$ cat config.mk
export PLATFORM = sky130hd
export DESIGN_NAME = countdown_seven_segment_timer_unit
export DESIGN_NICKNAME = d
export VERILOG_FILES = /design/src/cdst_pkg.sv /design/src/countdown_seven_segment_timer_unit.sv
export VERILOG_INCLUDE_DIRS = /design/src /design/src/src
export SDC_FILE = /design/constraint.sdc
export NUM_CORES = 1
export LEC_CHECK = 0
export ABC_AREA = 1
export ABC_CLOCK_PERIOD_IN_PS = 6900
export BUFFER_PORTS_ARGS = -buffer_cell sky130_fd_sc_hd__clkbuf_2
export CAP_MARGIN = 20
export CORE_ASPECT_RATIO = 0.75
export CORE_MARGIN = 3
export CORE_UTILIZATION = 40
export CTS_BUF_LIST = sky130_fd_sc_hd__clkbuf_4
export CTS_CLUSTER_DIAMETER = 40
export DETAILED_ROUTE_END_ITERATION = 8
export GPL_TIMING_DRIVEN = 0
export MAX_ROUTING_LAYER = met4
export PLACE_DENSITY_LB_ADDON = 0.3
export SKIP_LAST_GASP = 1
export SLEW_MARGIN = 25
export SYNTH_ARGS = -nofsm -noshare
export SYNTH_HDL_FRONTEND = slang
export SYNTH_SLANG_ARGS = --single-unit
$ cat constraint.sdc
create_clock -name i_clk -period 6.9 [get_ports i_clk]
set_input_delay 0.69 -clock i_clk [delete_from_list [all_inputs] [get_ports i_clk]]
set_output_delay 0.69 -clock i_clk [all_outputs]
set_load 0.03 [all_outputs]
$ cat src/countdown_seven_segment_timer_unit_defines.svh
// Assertion macros shared by the countdown timer RTL.
`ifndef COUNTDOWN_SEVEN_SEGMENT_TIMER_UNIT_DEFINES_SVH
`define COUNTDOWN_SEVEN_SEGMENT_TIMER_UNIT_DEFINES_SVH

`ifndef SYNTHESIS

// Check that cond holds at every clock edge out of reset.
`define CDST_ASSERT_ALWAYS(lbl, clk, rst_n, cond, msg) \
    lbl: assert property (@(posedge clk) disable iff (!rst_n) (cond)) else $error(msg);

// Check that cons holds in the cycle after ante.
`define CDST_ASSERT_NEXT(lbl, clk, rst_n, ante, cons, msg) \
    lbl: assert property (@(posedge clk) disable iff (!rst_n) (ante) |=> (cons)) \
        else $error(msg);

`else

`define CDST_ASSERT_ALWAYS(lbl, clk, rst_n, cond, msg)
`define CDST_ASSERT_NEXT(lbl, clk, rst_n, ante, cons, msg)

`endif

`endif

$ cat src/cdst_pkg.sv
// Types, command codes and segment table for the countdown timer.
package cdst_pkg;

    // Command codes carried in the op field
    typedef enum logic [2:0] {
        OP_TICK  = 3'd0,
        OP_LOAD  = 3'd1,
        OP_START = 3'd2,
        OP_STOP  = 3'd3,
        OP_CLEAR = 3'd4
    } t_op;

    // Longest countdown that a load accepts, in seconds
    localparam logic [6:0] MAX_SECONDS = 7'd64;

    // Segment patterns for decimal digits, bit 0 is segment a
    localparam logic [6:0] SEG_TABLE [10] = '{
        7'd63, 7'd6, 7'd91, 7'd79, 7'd102, 7'd109, 7'd125, 7'd7, 7'd127, 7'd111
    };

    typedef struct packed {
        logic [2:0] op;
        logic [7:0] start_seconds;
    } t_cmd;

    typedef struct packed {
        logic [6:0]  segments;
        logic        digit_select;
        logic        countdown_done;
        logic [31:0] tick_total;
        logic [31:0] run_ticks;
    } t_res;

    // Look up the segment pattern of one decimal digit
    function automatic logic [6:0] seg_for(input logic [3:0] digit);
        logic [6:0] pat;
        pat = 7'd0;
        if (digit < 4'd10) begin
            pat = SEG_TABLE[digit];
        end
        return pat;
    endfunction

endpackage

$ cat src/countdown_seven_segment_timer_unit.sv
// Countdown timer with a two-digit multiplexed seven-segment display. Each
// request is one command (tick, load seconds, start, stop, clear) and yields
// exactly one result with the latched segment pattern, the digit select, the
// done flag and both tick counts. A new request is taken every clock cycle:
// the whole update is one pass of logic from the state registers into the
// result register, and the result register lets a new request in while the
// previous result is taken in the same cycle. The remaining time is kept as
// whole seconds plus a sub-second tick count, so the displayed digits need
// no divider. The request side stalls only while a result waits unaccepted.
`include "countdown_seven_segment_timer_unit_defines.svh"

module countdown_seven_segment_timer_unit #(
    parameter int TICKS_PER_SECOND = 1000
) (
    input  logic           i_clk,
    input  logic           i_rst_n,
    input  logic           i_in_valid,
    output logic           o_in_ready,
    input  cdst_pkg::t_cmd i_in_data,
    output logic           o_out_valid,
    input  logic           i_out_ready,
    output cdst_pkg::t_res o_out_data
);

    localparam int SUB_W = (TICKS_PER_SECOND > 1) ? $clog2(TICKS_PER_SECOND) : 1;
    localparam logic [SUB_W-1:0] SUB_LAST = SUB_W'(TICKS_PER_SECOND - 1);

    // State: remaining time is r_secs * TICKS_PER_SECOND + r_sub
    logic [31:0]      r_tick_total, n_tick_total;
    logic [31:0]      r_run_ticks,  n_run_ticks;
    logic [6:0]       r_secs,       n_secs;
    logic [SUB_W-1:0] r_sub,        n_sub;
    logic             r_running,    n_running;
    logic [1:0]       r_phase,      n_phase;
    logic [6:0]       r_seg,        n_seg;

    logic             r_out_valid;
    cdst_pkg::t_res   r_out_data;

    logic             in_fire;
    logic             n_done;
    logic [6:0]       clamp_secs;
    logic [6:0]       shown;
    logic [17:0]      div_prod;
    logic [3:0]       tens_digit;
    logic [6:0]       ones_wide;
    logic [3:0]       ones_digit;
    logic             tens_lit;
    logic [6:0]       tick_seg;

    assign in_fire    = i_in_valid && o_in_ready;
    assign o_in_ready = !r_out_valid || i_out_ready;

    // Clamp the load value to the longest countdown
    assign clamp_secs = (i_in_data.start_seconds > {1'b0, cdst_pkg::MAX_SECONDS})
                        ? cdst_pkg::MAX_SECONDS : i_in_data.start_seconds[6:0];

    // Apply one command to the counters
    always_comb begin
        n_tick_total = r_tick_total;
        n_run_ticks  = r_run_ticks;
        n_secs       = r_secs;
        n_sub        = r_sub;
        n_running    = r_running;
        n_phase      = r_phase;
        case (i_in_data.op)
            cdst_pkg::OP_TICK: begin
                n_tick_total = r_tick_total + 32'd1;
                n_phase      = r_phase + 2'd1;
                if (r_running) begin
                    n_run_ticks = r_run_ticks + 32'd1;
                    if (r_sub != '0) begin
                        n_sub = r_sub - SUB_W'(1);
                    end else if (r_secs != 7'd0) begin
                        n_secs = r_secs - 7'd1;
                        n_sub  = SUB_LAST;
                    end
                end
            end
            cdst_pkg::OP_LOAD: begin
                n_secs = clamp_secs;
                n_sub  = '0;
            end
            cdst_pkg::OP_START: n_running = 1'b1;
            cdst_pkg::OP_STOP:  n_running = 1'b0;
            cdst_pkg::OP_CLEAR: begin
                n_secs = 7'd0;
                n_sub  = '0;
            end
            default: ;
        endcase
    end

    assign n_done = (n_secs == 7'd0) && (n_sub == '0);

    // Split whole seconds left plus one into decimal digits (v / 10 by reciprocal)
    assign shown      = n_secs + 7'd1;
    assign div_prod   = 18'(shown) * 18'd205;
    assign tens_digit = div_prod[14:11];
    assign ones_wide  = shown - 7'(7'(tens_digit) * 7'd10);
    assign ones_digit = ones_wide[3:0];

    // Tens digit lights only above nine full seconds left
    assign tens_lit = (n_secs > 7'd9) || ((n_secs == 7'd9) && (n_sub != '0));

    // Pick the pattern for the digit that the new phase selects
    always_comb begin
        if (n_done) begin
            tick_seg = 7'd0;
        end else if (!n_phase[1]) begin
            tick_seg = cdst_pkg::seg_for(ones_digit);
        end else if (tens_lit) begin
            tick_seg = cdst_pkg::seg_for(tens_digit);
        end else begin
            tick_seg = 7'd0;
        end
    end

    // Latch the display only on a tick
    assign n_seg = (i_in_data.op == cdst_pkg::OP_TICK) ? tick_seg : r_seg;

    // Advance state on an accepted request
    always_ff @(posedge i_clk) begin
        if (!i_rst_n) begin
            r_tick_total <= '0;
            r_run_ticks  <= '0;
            r_secs       <= '0;
            r_sub        <= '0;
            r_running    <= 1'b0;
            r_phase      <= '0;
            r_seg        <= '0;
        end else if (in_fire) begin
            r_tick_total <= n_tick_total;
            r_run_ticks  <= n_run_ticks;
            r_secs       <= n_secs;
            r_sub        <= n_sub;
            r_running    <= n_running;
            r_phase      <= n_phase;
            r_seg        <= n_seg;
        end
    end

    // Hold the result until taken
    always_ff @(posedge i_clk) begin
        if (!i_rst_n) begin
            r_out_valid <= 1'b0;
        end else if (in_fire) begin
            r_out_valid <= 1'b1;
        end else if (i_out_ready) begin
            r_out_valid <= 1'b0;
        end
    end

    always_ff @(posedge i_clk) begin
        if (in_fire) begin
            r_out_data.segments       <= n_seg;
            r_out_data.digit_select   <= n_phase[1];
            r_out_data.countdown_done <= n_done;
            r_out_data.tick_total     <= n_tick_total;
            r_out_data.run_ticks      <= n_run_ticks;
        end
    end

    assign o_out_valid = r_out_valid;
    assign o_out_data  = r_out_data;

    `CDST_ASSERT_ALWAYS(a_sub_range, i_clk, i_rst_n, r_sub <= SUB_LAST, "sub-second count out of range")
    `CDST_ASSERT_ALWAYS(a_secs_range, i_clk, i_rst_n, r_secs <= cdst_pkg::MAX_SECONDS, "seconds above clamp")
    `CDST_ASSERT_ALWAYS(a_stall_only_full, i_clk, i_rst_n, o_in_ready || r_out_valid, "stall without a pending result")
    `CDST_ASSERT_NEXT(a_fire_valid, i_clk, i_rst_n, in_fire, r_out_valid, "accepted request gave no result")
    `CDST_ASSERT_NEXT(a_tick_count, i_clk, i_rst_n, in_fire && (i_in_data.op == cdst_pkg::OP_TICK), r_tick_total == $past(r_tick_total) + 32'd1, "tick count did not advance")
    `CDST_ASSERT_NEXT(a_load_sub, i_clk, i_rst_n, in_fire && (i_in_data.op == cdst_pkg::OP_LOAD), r_sub == '0, "load left a sub-second remainder")

endmodule

==> impl_metrics.json <==
{
  "status": "finished clean",
  "period_share_pct": 95.2,
  "drtPass1Iterations": 6,
  "drc_errors": 0,
  "p_per_area_nw_per_um2": 226,
  "clk_latency_ns": 0.58,
  "synth_edf_count": 73,
  "start_util_pct": 41.6,
  "fin_area_um2": 11300,
  "drt-total-wl_um": 23700,
  "final_common_cell": "inv_1",
  "postRouteAntennaNets": 0,
  "slew_viol_final": 0,
  "grt_pass1_vias": 7583,
  "nets": 1407,
  "slew_headroom_pct": 51.8,
  "avgRoutedWirePerCell_um": 14.2,
  "place.gp.congestion": 0.889,
  "via_per_inst": 4.97,
  "clockRootBuffer": "clkbuf_4",
  "tritoncts": "yes",
  "chipWidth_um": 187,
  "cts_sinks": 165,
  "placed_area_um2": 10700,
  "crit_type": "register to register",
  "critPathArrivalTime_ns": 6.91,
  "grtUsageTotal_pct": 18.1,
  "grt-ovfl-total": 0,
  "n_antenna_cell": 0,
  "p_leak_nw": 5.40,
  "multiInputGateArea_um2": 5060,
  "cts_buffers": 17,
  "seq_area_frac_synth_pct": 41.2,
  "synth_top_area_share_pct": 22.4,
  "cts_hold_buf": 0,
  "drtIter0Drc": 607,
  "max_clock_freq_ghz": 0.152,
  "syn-cell-area_um2": 9780,
  "fin_skew_ns": 0.0284,
  "syn_nets": 1282,
  "crit_family": "simple AND/OR/NAND/NOR gates",
  "synth_warnings": 0,
  "synth_top_cell_by_area": "edfxtp_1",
  "avgSynthCellArea_um2": 8.14,
  "grt_pass1_wl_um": 38000,
  "cts_max_level": 4,
  "drive_gt1_share_pct": 19.0,
  "cpPeakStageDelay_ns": 0.48,
  "synth.distinct_cells": 54,
  "setup_viol": 0,
  "worst_path_max_delay_cell": "fa_1",
  "cp_num_buf_inv": 4,
  "critPathCaptureType": "register",
  "hold_viol_final": 0,
  "drv_cap": 0,
  "finalCriticalPeriod_ns": 6.57,
  "vias": 8276,
  "crit_path_frequent_cell": "nand2_1",
  "synth_ff_type": "dfxtp_1",
  "regArea_um2": 4040,
  "hold_class": "input port to register",
  "ys_ff_latch": 165,
  "dp_hpwl_um": 17600,
  "clk_pin_slew_ns": 0.14,
  "coreArea_um2": 23500,
  "synthCells": 1202,
  "ios": 90,
  "antenna_found_initial": 0,
  "mostFrequentLayoutCells": "inv_1, nand2_1, nor2_1",
  "tightestPinTransition_ns": 0.712,
  "fill_cells": 2341,
  "io_buffers": 88,
  "async_flop_share_pct": 0,
  "area_growth_syn_to_layout_pct": 15.3,
  "grt_max_degree": 36,
  "crit_required_ns": 7.23,
  "critPathLaunchType": "register",
  "crit_path_max_fanout": 7,
  "die_area_um2": 26400,
  "die_h_um": 141,
  "clockBufferDepth": 2,
  "synthTopCellsByArea": "edfxtp_1, dfxtp_1, inv_1",
  "placement_rows": 48,
  "hold-worst-slack_ns": 0.421,
  "vdd_drop_max_uv": 121
}
layer usage:
layer	track usage, %	vias up	wire, um	share of wire, %
li1	-	4210	-	-
met1	26.1	3794	12300	52
met2	26.9	250	9890	42
met3	3.51	22	1300	5.5
met4	2.86	0	194	0.82
met5	-	-	0	0
area by class of cell:
| class | instances | area share (%) |
|---|---|---|
| Timing Repair Buffer | 107 | 5.39 |
| Clock buffer | 18 | 1.20 |
| Tap cell | 325 | 3.60 |
| Multi-Input combinational cell | 799 | 44.8 |
| Inverter | 206 | 6.87 |
| Clock inverter | 14 | 1.24 |
| Sequential cell | 165 | 35.8 |
| Buffer | 31 | 1.08 |
per-stage QoR:
| stage | utilization (%) | setup WS [ns] | setup TNS, ns | power, W | instances |
|---|---|---|---|---|---|
| global route | 47.9 | -0.0439 | -0.0932 | 0.00273 | 1665 |
| global placement | 45.2 | -0.650 | -7.54 | 0.00193 | 1615 |
| floorplan | - | 0.334 | 0 | 0.00175 | 1202 |
| finish | 47.9 | 0.328 | 0 | 0.00255 | 1665 |
| CTS | 46.7 | 0.0126 | 0 | 0.00251 | 1650 |
| detailed placement | 45.3 | -0.708 | -8.39 | 0.00194 | 1617 |
worst reg2reg max path, delay by kind of cell (launching register included):
| kind | cells | cell delay [ns] |
|---|---|---|
| simple gates | 24 | 2.54 |
| fa+ha+maj | 9 | 2.40 |
| compound gates | 2 | 0.53 |
| buf+inv | 4 | 0.36 |
| flops | 1 | 0.35 |
| xor+xnor | 1 | 0.17 |
final timing paths:
path	cells after the start	slack [ns]	endpoint	from
min reg2reg	2	0.48	r_seg[4]	r_seg[4]
max reg2reg	40	0.33	o_out_data[70]	r_secs[0]
max	40	0.33	o_out_data[70]	r_secs[0]
min	2	0.42	r_running	i_in_data[8]
kinds of logic after synthesis:
family	Yosys count	share of synthesized area, %
AND/OR/NAND/NOR	453	22.7
XOR/XNOR	65	5.82
buffers and inverters	238	9.20
adder cells (fa/ha/maj)	65	9.00
AO/OA/AOI/OAI	216	12.1
flip-flops	165	41.2
what timing repair did:
action / CTS / global route
pin swaps: 1 / 17
gates resized for setup: 6 / 55
setup buffers: 2 / 15
setup endpoints to repair: 14 / 14
sequential cells by signal, indices dropped and copies added (netlist names):
| register | cells |
|---|---|
| r_sub | 10 |
| r_tick_total | 32 |
| o_out_data | 73 |
| r_run_ticks | 32 |
| r_phase | 2 |
| r_running | 1 |
| r_secs | 7 |
| r_seg | 7 |
| o_out_valid | 1 |
synthesized netlist by cell type (3+ instances only):
cell type and instances:
xnor2_1 5, a21oi_1 86, nor3_1 21, nor4_1 5
nor2_4 4, a22o_1 4, dfxtp_1 92, o21ai_0 88
nand4_2 3, ha_1 56, nor2_1 99, nand3_2 8
nand2_2 16, a31oi_1 5, o21ai_1 7, edfxtp_1 73
inv_1 193, clkbuf_1 27, xor2_1 60, nor4_2 3
o211ai_1 11, nor2_2 9, nand2_1 182, nand4_1 18
nand3b_1 3, fa_1 9, buf_1 4, inv_2 10
nand3_1 66, nand2_4 3
report_power, final:
group	internal, W	switching [W]
registers	0.00110	0.0000492
clock network	0.000194	0.000376
logic	0.000289	0.000543
total	0.00159	0.000969
(Power assumes the default switching activity.)
